<file path="src/sv/plin_pkg.sv">
// ----------------------------------------------------------------------------
// plin_pkg
// Shared types and codes of the piecewise linear evaluator.
// ----------------------------------------------------------------------------
package plin_pkg;

  localparam logic [1:0] CMD_CLEAR = 2'd0;
  localparam logic [1:0] CMD_LOAD  = 2'd1;
  localparam logic [1:0] CMD_EVAL  = 2'd2;

  // register index, taken from paddr[2]
  localparam logic REG_SCALE  = 1'b0;
  localparam logic REG_OFFSET = 1'b1;

  localparam logic [31:0] SCALE_RESET  = 32'h0001_0000;
  localparam logic [31:0] OFFSET_RESET = 32'h0000_0000;

  typedef enum logic [1:0] {
    OP_CLEAR,
    OP_LOAD,
    OP_EVAL
  } op_t;

  typedef struct packed {
    logic [1:0]         command;
    logic signed [31:0] x_value;
    logic signed [31:0] y_value;
  } in_item_t;

  typedef struct packed {
    logic signed [31:0] result_value;
    logic               saturated;
  } out_item_t;

  typedef struct packed {
    op_t                op;
    logic signed [31:0] x;
    logic signed [31:0] y;
  } job_t;

  typedef struct packed {
    logic signed [31:0] x;
    logic signed [31:0] y;
  } point_t;

endpackage

</file>
<file path="src/sv/plin_front.sv">
// ----------------------------------------------------------------------------
// plin_front
// Input stage: takes an item, decodes its command, drops unused codes.
// ----------------------------------------------------------------------------
module plin_front (
  input  logic              clk,
  input  logic              rst,
  input  logic              cmd_valid,
  output logic              cmd_stall,
  input  plin_pkg::in_item_t cmd_item,
  output logic              push_valid,
  input  logic              push_ready,
  output plin_pkg::job_t    push_job
);

  logic               held;
  plin_pkg::in_item_t item;
  logic               drop;
  logic               done;

  always_comb begin
    drop = 1'b0;
    push_job.x = item.x_value;
    push_job.y = item.y_value;
    case (item.command)
      plin_pkg::CMD_CLEAR: push_job.op = plin_pkg::OP_CLEAR;
      plin_pkg::CMD_LOAD:  push_job.op = plin_pkg::OP_LOAD;
      plin_pkg::CMD_EVAL:  push_job.op = plin_pkg::OP_EVAL;
      default: begin
        push_job.op = plin_pkg::OP_CLEAR;
        drop = 1'b1;
      end
    endcase
  end

  assign push_valid = held && !drop;
  assign done       = held && (drop || push_ready);
  assign cmd_stall  = held && !done;

  always_ff @(posedge clk) begin
    if (rst) begin
      held <= 1'b0;
    end else if (cmd_valid && !cmd_stall) begin
      held <= 1'b1;
      item <= cmd_item;
    end else if (done) begin
      held <= 1'b0;
    end
  end

endmodule

</file>
<file path="src/sv/plin_queue.sv">
// ----------------------------------------------------------------------------
// plin_queue
// Two-entry job queue between the decode stage and the table engine.
// ----------------------------------------------------------------------------
module plin_queue (
  input  logic           clk,
  input  logic           rst,
  input  logic           push_valid,
  output logic           push_ready,
  input  plin_pkg::job_t push_job,
  output logic           pop_valid,
  input  logic           pop_ready,
  output plin_pkg::job_t pop_job
);

  plin_pkg::job_t slot [2];
  logic           wr_ptr;
  logic           rd_ptr;
  logic [1:0]     fill;
  logic           push;
  logic           pop;

  assign push_ready = (fill != 2'd2);
  assign pop_valid  = (fill != 2'd0);
  assign pop_job    = slot[rd_ptr];
  assign push       = push_valid && push_ready;
  assign pop        = pop_valid && pop_ready;

  always_ff @(posedge clk) begin
    if (push) begin
      slot[wr_ptr] <= push_job;
    end
  end

  always_ff @(posedge clk) begin
    if (rst) begin
      wr_ptr <= 1'b0;
      rd_ptr <= 1'b0;
      fill   <= 2'd0;
    end else begin
      if (push) begin
        wr_ptr <= !wr_ptr;
      end
      if (pop) begin
        rd_ptr <= !rd_ptr;
      end
      fill <= fill + {1'b0, push} - {1'b0, pop};
    end
  end

endmodule

</file>
<file path="src/sv/plin_back.sv">
// ----------------------------------------------------------------------------
// plin_back
// Table engine: sorted insert, segment search, serial multiply and divide.
// ----------------------------------------------------------------------------
module plin_back #(
  parameter int MAX_POINTS = 16
) (
  input  logic               clk,
  input  logic               rst,
  input  logic               pop_valid,
  output logic               pop_ready,
  input  plin_pkg::job_t     pop_job,
  input  logic [31:0]        scale,
  input  logic [31:0]        offset,
  output logic               res_valid,
  input  logic               res_stall,
  output plin_pkg::out_item_t res_item
);

  localparam int IW = $clog2(MAX_POINTS);
  localparam int CW = $clog2(MAX_POINTS + 1);

  typedef enum logic [3:0] {
    S_IDLE,
    S_LOAD_RD,
    S_LOAD_CHK,
    S_LOAD_WR,
    S_SRCH_RD,
    S_SRCH_CHK,
    S_MUL,
    S_DIV_INIT,
    S_DIV,
    S_FIN_LIN,
    S_FIN_INT,
    S_OUT
  } state_t;

  state_t              state;
  logic [CW-1:0]       count;
  logic [IW-1:0]       pos;
  logic [IW-1:0]       idx;
  logic [IW-1:0]       rd_addr;
  plin_pkg::point_t    mem [MAX_POINTS];
  plin_pkg::point_t    rd;
  plin_pkg::point_t    prev;
  plin_pkg::point_t    wdata;
  logic                mem_we;
  logic signed [31:0]  x_in;
  logic signed [31:0]  y_in;
  logic [32:0]         mul_a;
  logic [32:0]         mul_b;
  logic [63:0]         acc;
  logic [31:0]         rem;
  logic [31:0]         lo;
  logic [31:0]         w;
  logic [5:0]          step;
  logic                neg;
  logic                lin;
  logic signed [31:0]  y1;
  logic [31:0]         res_val;
  logic                res_sat;

  logic signed [32:0]  diff;
  logic [32:0]         diff_mag;
  logic [31:0]         scale_mag;
  logic signed [32:0]  dy;
  logic [32:0]         div_t;
  logic [32:0]         div_sub;
  logic                div_ge;
  logic [63:0]         rnd;
  logic                sat_pos;
  logic                sat_neg;
  logic                take;

  assign pop_ready = (state == S_IDLE);
  assign take      = pop_valid && pop_ready;

  always_comb begin
    diff      = {pop_job.x[31], pop_job.x} - {offset[31], offset};
    diff_mag  = diff[32] ? 33'(-diff) : 33'(diff);
    scale_mag = scale[31] ? (~scale + 32'd1) : scale;
    dy        = {rd.y[31], rd.y} - {prev.y[31], prev.y};
    div_t     = {rem, lo[31]};
    div_sub   = div_t - {1'b0, w};
    div_ge    = !div_sub[32];
    // negative products round toward minus infinity
    rnd       = acc + 64'h0000_0000_0000_FFFF;
    sat_pos   = (acc[63:47] != 17'd0);
    sat_neg   = (rnd[63:48] != 16'd0) || (rnd[47] && (rnd[46:16] != 31'd0));
  end

  always_comb begin
    mem_we = (state == S_LOAD_WR) || ((state == S_LOAD_CHK) && (rd.x > x_in));
    wdata  = rd;
    if (state == S_LOAD_WR) begin
      wdata.x = x_in;
      wdata.y = y_in;
    end
  end

  always_ff @(posedge clk) begin
    if (mem_we) begin
      mem[pos] <= wdata;
    end
    rd <= mem[rd_addr];
  end

  always_ff @(posedge clk) begin
    if (rst) begin
      state     <= S_IDLE;
      count     <= '0;
      res_valid <= 1'b0;
    end else begin
      if (res_valid && !res_stall && state != S_OUT) begin
        res_valid <= 1'b0;
      end
      case (state)
        S_IDLE: begin
          if (take) begin
            x_in <= pop_job.x;
            y_in <= pop_job.y;
            case (pop_job.op)
              plin_pkg::OP_CLEAR: count <= '0;
              plin_pkg::OP_LOAD: begin
                if (count == CW'(MAX_POINTS)) begin
                  state <= S_IDLE;
                end else if (count == '0) begin
                  pos   <= '0;
                  state <= S_LOAD_WR;
                end else begin
                  pos     <= IW'(count);
                  rd_addr <= IW'(count - CW'(1));
                  state   <= S_LOAD_RD;
                end
              end
              plin_pkg::OP_EVAL: begin
                if (count == '0) begin
                  mul_a <= diff_mag;
                  mul_b <= {1'b0, scale_mag};
                  neg   <= diff[32] ^ scale[31];
                  lin   <= 1'b1;
                  acc   <= '0;
                  step  <= '0;
                  state <= S_MUL;
                end else begin
                  idx     <= '0;
                  rd_addr <= '0;
                  state   <= S_SRCH_RD;
                end
              end
              default: state <= S_IDLE;
            endcase
          end
        end
        S_LOAD_RD: state <= S_LOAD_CHK;
        S_LOAD_CHK: begin
          if (rd.x > x_in) begin
            // entry moved up one slot this cycle
            pos <= pos - IW'(1);
            if (pos == IW'(1)) begin
              state <= S_LOAD_WR;
            end else begin
              rd_addr <= pos - IW'(2);
              state   <= S_LOAD_RD;
            end
          end else begin
            state <= S_LOAD_WR;
          end
        end
        S_LOAD_WR: begin
          count <= count + CW'(1);
          state <= S_IDLE;
        end
        S_SRCH_RD: state <= S_SRCH_CHK;
        S_SRCH_CHK: begin
          if (count == CW'(1)) begin
            res_val <= rd.y;
            res_sat <= 1'b0;
            state   <= S_OUT;
          end else if (rd.x < x_in) begin
            prev <= rd;
            if ((CW'(idx) + CW'(1)) == count) begin
              res_val <= rd.y;
              res_sat <= 1'b0;
              state   <= S_OUT;
            end else begin
              idx     <= idx + IW'(1);
              rd_addr <= idx + IW'(1);
              state   <= S_SRCH_RD;
            end
          end else if (idx == '0) begin
            res_val <= rd.y;
            res_sat <= 1'b0;
            state   <= S_OUT;
          end else if (rd.x <= prev.x) begin
            res_val <= prev.y;
            res_sat <= 1'b0;
            state   <= S_OUT;
          end else begin
            w     <= rd.x - prev.x;
            mul_a <= {1'b0, x_in - prev.x};
            mul_b <= dy[32] ? 33'(-dy) : 33'(dy);
            neg   <= dy[32];
            y1    <= prev.y;
            lin   <= 1'b0;
            acc   <= '0;
            step  <= '0;
            state <= S_MUL;
          end
        end
        S_MUL: begin
          // MSB-first shift and add
          acc   <= {acc[62:0], 1'b0} + (mul_b[32] ? {31'd0, mul_a} : 64'd0);
          mul_b <= {mul_b[31:0], 1'b0};
          step  <= step + 6'd1;
          if (step == 6'd32) begin
            state <= lin ? S_FIN_LIN : S_DIV_INIT;
          end
        end
        S_DIV_INIT: begin
          // product < w * 2^32, so the quotient fits 32 bits
          rem   <= acc[63:32];
          lo    <= acc[31:0];
          step  <= '0;
          state <= S_DIV;
        end
        S_DIV: begin
          rem  <= div_ge ? div_sub[31:0] : div_t[31:0];
          lo   <= {lo[30:0], div_ge};
          step <= step + 6'd1;
          if (step == 6'd31) begin
            state <= S_FIN_INT;
          end
        end
        S_FIN_LIN: begin
          if (!neg) begin
            res_val <= sat_pos ? 32'h7FFF_FFFF : acc[47:16];
            res_sat <= sat_pos;
          end else begin
            res_val <= sat_neg ? 32'h8000_0000 : (~rnd[47:16] + 32'd1);
            res_sat <= sat_neg;
          end
          state <= S_OUT;
        end
        S_FIN_INT: begin
          res_val <= neg ? (y1 - lo) : (y1 + lo);
          res_sat <= 1'b0;
          state   <= S_OUT;
        end
        S_OUT: begin
          if (!res_valid || !res_stall) begin
            res_valid             <= 1'b1;
            res_item.result_value <= res_val;
            res_item.saturated    <= res_sat;
            state                 <= S_IDLE;
          end
        end
        default: state <= S_IDLE;
      endcase
    end
  end

  a_count_max: assert property (@(posedge clk) disable iff (rst)
    count <= CW'(MAX_POINTS))
    else $error("point count above table size");

  a_we_state: assert property (@(posedge clk) disable iff (rst)
    mem_we |-> (state == S_LOAD_CHK || state == S_LOAD_WR))
    else $error("table written outside a load");

  a_clear: assert property (@(posedge clk) disable iff (rst)
    (take && pop_job.op == plin_pkg::OP_CLEAR) |=> (count == '0))
    else $error("clear did not empty the table");

  a_res_src: assert property (@(posedge clk) disable iff (rst)
    $rose(res_valid) |-> $past(state == S_OUT))
    else $error("result raised outside output state");

  a_full_load: assert property (@(posedge clk) disable iff (rst)
    (take && pop_job.op == plin_pkg::OP_LOAD && count == CW'(MAX_POINTS))
      |=> (state == S_IDLE && count == CW'(MAX_POINTS)))
    else $error("load into full table changed state");

endmodule

</file>
<file path="src/sv/piecewise_linear_evaluator.sv">
// ----------------------------------------------------------------------------
// piecewise_linear_evaluator
// Q16.16 piecewise linear function over a sorted breakpoint table.
// ----------------------------------------------------------------------------
// Items enter a decode stage and a two-entry queue, then run one at a time in
// the table engine. A clear only resets the point count; a load reads and
// compares entries from the top of the table down, moving each larger one up
// a slot, then writes the new point. An evaluate scans the table one
// breakpoint at a time (single-port table read); on interpolation it then runs
// a shift-add multiplier and a restoring divider, while the empty-table
// transform runs the multiplier only. A finished result sits in an output
// register while the next item runs.
// ----------------------------------------------------------------------------
module piecewise_linear_evaluator #(
  parameter int MAX_POINTS = 16
) (
  input  logic                clk,
  input  logic                rst,
  input  logic                cmd_valid,
  output logic                cmd_stall,
  input  plin_pkg::in_item_t  cmd_item,
  output logic                res_valid,
  input  logic                res_stall,
  output plin_pkg::out_item_t res_item,
  input  logic                psel,
  input  logic                penable,
  input  logic                pwrite,
  input  logic [2:0]          paddr,
  input  logic [31:0]         pwdata,
  output logic [31:0]         prdata,
  output logic                pready
);

  logic           push_valid;
  logic           push_ready;
  plin_pkg::job_t push_job;
  logic           pop_valid;
  logic           pop_ready;
  plin_pkg::job_t pop_job;
  logic [31:0]    scale;
  logic [31:0]    offset;

  assign pready = 1'b1;

  always_ff @(posedge clk) begin
    if (rst) begin
      scale  <= plin_pkg::SCALE_RESET;
      offset <= plin_pkg::OFFSET_RESET;
    end else if (psel && penable && pwrite) begin
      case (paddr[2])
        plin_pkg::REG_SCALE:  scale  <= pwdata;
        plin_pkg::REG_OFFSET: offset <= pwdata;
        default: scale <= scale;
      endcase
    end
  end

  always_comb begin
    case (paddr[2])
      plin_pkg::REG_SCALE:  prdata = scale;
      plin_pkg::REG_OFFSET: prdata = offset;
      default: prdata = 32'd0;
    endcase
  end

  plin_front u_front (
    .clk       (clk),
    .rst       (rst),
    .cmd_valid (cmd_valid),
    .cmd_stall (cmd_stall),
    .cmd_item  (cmd_item),
    .push_valid(push_valid),
    .push_ready(push_ready),
    .push_job  (push_job)
  );

  plin_queue u_queue (
    .clk       (clk),
    .rst       (rst),
    .push_valid(push_valid),
    .push_ready(push_ready),
    .push_job  (push_job),
    .pop_valid (pop_valid),
    .pop_ready (pop_ready),
    .pop_job   (pop_job)
  );

  plin_back #(
    .MAX_POINTS(MAX_POINTS)
  ) u_back (
    .clk      (clk),
    .rst      (rst),
    .pop_valid(pop_valid),
    .pop_ready(pop_ready),
    .pop_job  (pop_job),
    .scale    (scale),
    .offset   (offset),
    .res_valid(res_valid),
    .res_stall(res_stall),
    .res_item (res_item)
  );

endmodule

</file>
<file path="config.mk">
export PLATFORM = sky130hd
export DESIGN_NAME = piecewise_linear_evaluator
export DESIGN_NICKNAME = d
export VERILOG_FILES = /design/src/sv/plin_pkg.sv /design/src/sv/plin_front.sv /design/src/sv/plin_queue.sv /design/src/sv/plin_back.sv /design/src/sv/piecewise_linear_evaluator.sv
export SDC_FILE = /design/constraint.sdc
export NUM_CORES = 2
export LEC_CHECK = 0
export ABC_AREA = 1
export BUFFER_PORTS_ARGS = -buffer_cell sky130_fd_sc_hd__buf_2
export CORE_ASPECT_RATIO = 0.5
export CORE_MARGIN = 5
export CORE_UTILIZATION = 40
export DETAILED_ROUTE_END_ITERATION = 16
export GPL_TIMING_DRIVEN = 0
export PLACE_DENSITY = 0.61
export REMOVE_ABC_BUFFERS = 1
export SETUP_SLACK_MARGIN = 0.1
export SYNTH_ARGS = -nofsm -noshare
export SYNTH_HDL_FRONTEND = slang
export SYNTH_SLANG_ARGS = --single-unit
</file>
<file path="constraint.sdc">
create_clock -name clk -period 9.4 [get_ports clk]
set_clock_uncertainty 0.15 [all_clocks]
set_input_delay 1.88 -clock clk [delete_from_list [all_inputs] [get_ports clk]]
set_output_delay 1.88 -clock clk [all_outputs]
set_load 0.02 [all_outputs]
</file>
==> run summary <==
For this run, the total global-route usage over all layers was measured as 23.9%. The shortest clock period the worst path allows after layout came out at 6.42 ns. The number of hold violations in the final report is 0. The area of the core came out at 0.233 mm². Traced cell by cell, the critical path runs through buf_16 > mux2_2 > ha_1 > nand2_1 > nor2_1 > inv_1 > nor3_1 > and2_1 > nand2_1 > nand2_1 > nand2_1 > nand4_1 > nand2_1 > inv_1 > nand2_1 > o21ai_0 > o21ai_0. The final period utilization came out at about two thirds. The number of cells on the worst reg-to-reg path is 17. The remaining routing DRC violations came out at 0. The via count of the first global-routing pass is 66542.

The path class of the tightest hold or removal check is flop to flop. The number of max-slew violations in the final report is 0. Entering global routing, the biggest net connects 139 pins. STA classifies the critical path endpoint as a flop. The initial core utilization is 40.3%. The worst slew margin relative to its limit came out at between 10% and 20%. The total area of sequential cells came out at 0.0538 mm². Net switching is ~40% of the power.

The worst hold path was traced through 0 stages. The share of total power dissipated in the clock network is 24.1%. The largest individual stage delay along the critical path comes from the cell inv_1. The number of nets with antenna violations after detailed routing is 0.

The via density per instance is 5.44. The transition time of the tightest slew-check pin is between 1 and 1.5 ns. The combinational family with the most area after synthesis is simple AND/OR/NAND/NOR gates. The number of filler instances in the final layout is around 22000. The hold buffer count at CTS is 0. The area taken by multi-input logic gates came out at 0.0340 mm². At the placement stage, the worst setup path has a slack of 3.24 ns.

Across all layers, the routed design uses 71625 vias. Dividing the detail-routed wire length by the instance count gives 23.0 µm. The global placement routability congestion is 0.998. Internal power comes to between 0.015 and 0.02 W. For this design the total switching power over the nets is 0.0117 W.

The clock tree from TritonCTS is built. The synthesized design contains 1694 enable-type register cells. After clock tree synthesis, the clock-pin slew on the worst setup and hold paths is 0.06 ns. After synthesis, the share of flip-flops with an asynchronous set or reset is 0%. The number of non-filler instances in the completed layout came out at 13157. In the post-route analysis, the smallest setup slack over all paths is 2.98 ns. Input and output buffers added on the ports amount to 172. The die covers 0.245 mm². Per report_power, the sequential group accounts for 38.6% of the total. Summed over all cells, the static leakage comes to 42.7 nW.

The standard-cell row count came out at 125. The initial antenna violation count came out at 30. The number of clock buffers inserted by TritonCTS came out at 177. The number of placed instances, taps included, is 12829. Counting stages on the worst path, the most repeated cell is nand2_1. The number of gates resized after CTS was 0. The number of ports placed on the die boundary is around 180. In this run the worst path has a maximum fanout of 39.

The count of cell types in the netlist is 64. Setup repair after global routing left no endpoint under its margin. The post-route netlist has under 10% of its cells at a drive strength greater than 1. The most used flip-flop cell after synthesis is edfxtp_1. The mean cell area of the mapped netlist is 9.71 µm². The number of cells produced by synthesis is roughly 9700. The ratio of total power to cell area is approximately 270 mW/mm². The width of the die came out at 695 µm.

The setup total negative slack is 0 ns. After legalization and detailed placement, the total HPWL measured 225000 µm. The total number of nets in the final design came out at 10292. CTS built an H-tree with a depth of 4. The portion of synthesized cell area occupied by the leading cell type came out at 54.2%. The netlist area before placement is between 0.09 and 0.1 mm². Multiplexer cells account for 3.49% of the synthesized area. In this design, the stage delay of the slowest critical-path cell is ~0.99 ns.

The maximum frequency from static timing analysis came out at approximately 160 MHz. The count of yosys warnings during synthesis is 0. Yosys attributes the largest share of cell area to edfxtp_1 54%, nand2_1 7.5%, inv_1 5.3%. In this run, the number of DRC markers left after iteration 0 of detailed routing was just under 8000. The pre-antenna-repair detailed-routing pass consisted of 8 iterations. The flow ran to the end, and the final reports show no timing, DRC or antenna violations. The classification of the worst setup path is flop to flop.

The data arrival at the endpoint of the critical path came out at 6.71 ns. The total overflow reported by the global router came out at 0. The first global-routing pass estimated 440000 µm of wire.

The total length of routed wires is 303000 µm. The final setup violation count is 0. After Yosys synthesis, full adders, half adders and majority gates account for 3.87% of the synthesized area. The die height came out at 352 µm.

The sequential fraction of the synthesis area came out at a little under three fifths. The post-synthesis to final-layout area growth is 14.5%. The clock sink total is 1838. STA classifies the critical path startpoint as a flop. The tool flagged a number of max-cap violations equal to 0. The root cell of the clock tree is clkbuf_16. VDD sags by at most 0.000146 V.

The clock passes through at most 4 buffers. The required time at the endpoint of the critical path is 9.69 ns. The post-synthesis sequential element count came out at 1838. After Yosys synthesis, and, or, nand and nor cells account for 15.3% of the synthesized area. The share of total power in combinational logic came out at a little under two fifths. The post-CTS setup buffer count is 0.

Summed over all instances, the cell type with the most area after synthesis is edfxtp_1. The compound-gate portion of the synthesized area came out at between 10% and 20%. The clock insertion delay at the later pin of the skew report is approximately 0.84 ns. The xor/xnor cell area share of the yosys netlist came out at 1.57%.
stage by stage:
stage | cell area (µm²) | utilization [%] | total power [W] | hold WS (ns)
after floorplan | 92600 | - | 0.0180 | 0.250
after global placement | 97300 | 41.8 | 0.0222 | 0.251
after detailed placement | 102000 | 43.8 | 0.0222 | 0.255
after CTS | 107000 | 46.2 | 0.0292 | 0.270
after global routing | 107000 | 46.2 | 0.0308 | 0.278
final | 107000 | 46.2 | 0.0294 | 0.269
per-layer routing:
layer	track usage, %	vias to the layer above	share of wire (%)	wire [µm]
met5	0	-	0.029	89
met4	6.93	12	3.1	9490
met3	4.61	387	8.7	26400
met2	36.3	2633	43	132000
met1	34.8	34715	45	136000
li1	-	33878	-	-
logic make-up after synthesis:
kind of cell             after synthesis
AO/OA/AOI/OAI                       1977
flip-flops                          1838
buffers and inverters               1662
other                                  1
XOR/XNOR                             166
adder cells (fa/ha/maj)              286
AND/OR/NAND/NOR                     3419
multiplexers                         319
cells in the final DEF, fill, tap and decap left out, types with 13 or more instances in the layout:
cell type  Yosys  routed
nor2_1       659     630
buf_4          2      18
o21bai_1      23      23
clkbuf_16      0     181
dfxtp_1      144     143
o21a_1        27      27
mux2_2        62      62
xnor2_1       64      64
nand2_2       13      14
buf_2         15     175
xor2_1       100     100
nor4_1        24      23
or2_2         18      18
edfxtp_1    1694    1694
clkinv_2       0      31
nand4_1      119     119
nor2_4         6      33
o211ai_1     308     308
nand2_1     1885    1884
inv_1       1323    1317
buf_6          4      24
clkinv_1       4      23
nor3_1       115     113
a21oi_1      714     713
nand3b_1      18      18
o21ai_1       11      61
mux2i_1      257     257
buf_16         0      86
clkbuf_1     261      50
a31oi_1       32      32
buf_12         0      70
nor2_2        27      29
o31ai_1       13      13
o21ai_0      777     727
and2_1        13      13
nand3_1      506     506
ha_1         279     279
a21o_1        17      17
power by group through the flow:
stage                     clock, W  combinational [W]  sequential (W)
after floorplan                  0            0.00665          0.0114
after global placement           0             0.0101          0.0122
after detailed placement         0             0.0107          0.0115
after CTS                  0.00719             0.0108          0.0113
after global routing       0.00753             0.0119          0.0114
final                      0.00707             0.0110          0.0113
state kept, by name (all words and copies together) (netlist names), 5 cells and up, named ones only:
signal            count
u_back.mem         1024
u_back.w             32
u_back.y1            32
scale                32
u_back.mul_b         33
u_back.acc           64
u_back.lo            32
u_back.step           6
u_back.prev          64
u_front.push_job     64
u_back.res_val       32
u_queue.slot        132
u_back.y_in          32
u_back.rem           32
u_back.count          5
u_back.rd            64
u_back.mul_a         33
u_back.res_item      33
offset               32
u_back.x_in          32
area by class of cell:
type / instances / share of cell area, %
diodes: 8 / 0.0186
clock buffers: 242 / 4.53
clock inverters: 77 / 0.661
inverters: 1334 / 4.68
multi-input cells: 6168 / 31.7
flip-flops and latches: 1838 / 50.0
well taps: 3111 / 3.62
repair buffers: 379 / 4.78
cells in the mapped netlist (all sizes together), types with 64 or more instances:
master and instances:
nand2 1899, edfxtp 1694, inv 1330, o21ai 789
a21oi 714, nor2 692, nand3 511, o211ai 308
ha 279, clkbuf 262, mux2i 257, dfxtp 144
nand4 119, nor3 116, xor2 102, buf 66
xnor2 64
worst max-delay path: cells and delay by family (launching register included):
family,cells,cell delay (ns)
adders and majority gates,1,0.54
DFF,1,0.74
buffers and inverters,3,1.36
and+or+nand+nor,10,1.77
muxes,1,0.48
AOI/OAI and AO/OA,2,0.88
worst paths after layout:
path | slack (ns) | endpoint | start
worst max register to register | 2.98 | u_back.mul_a[14] | flop
worst min register to register | 0.27 | u_back.res_item[19] | u_back.res_val[18]
worst min-delay path | 0.27 | u_back.res_item[19] | u_back.res_val[18]
worst max-delay path | 2.98 | u_back.mul_a[14] | flop
Power figures use the tool's default switching activity.
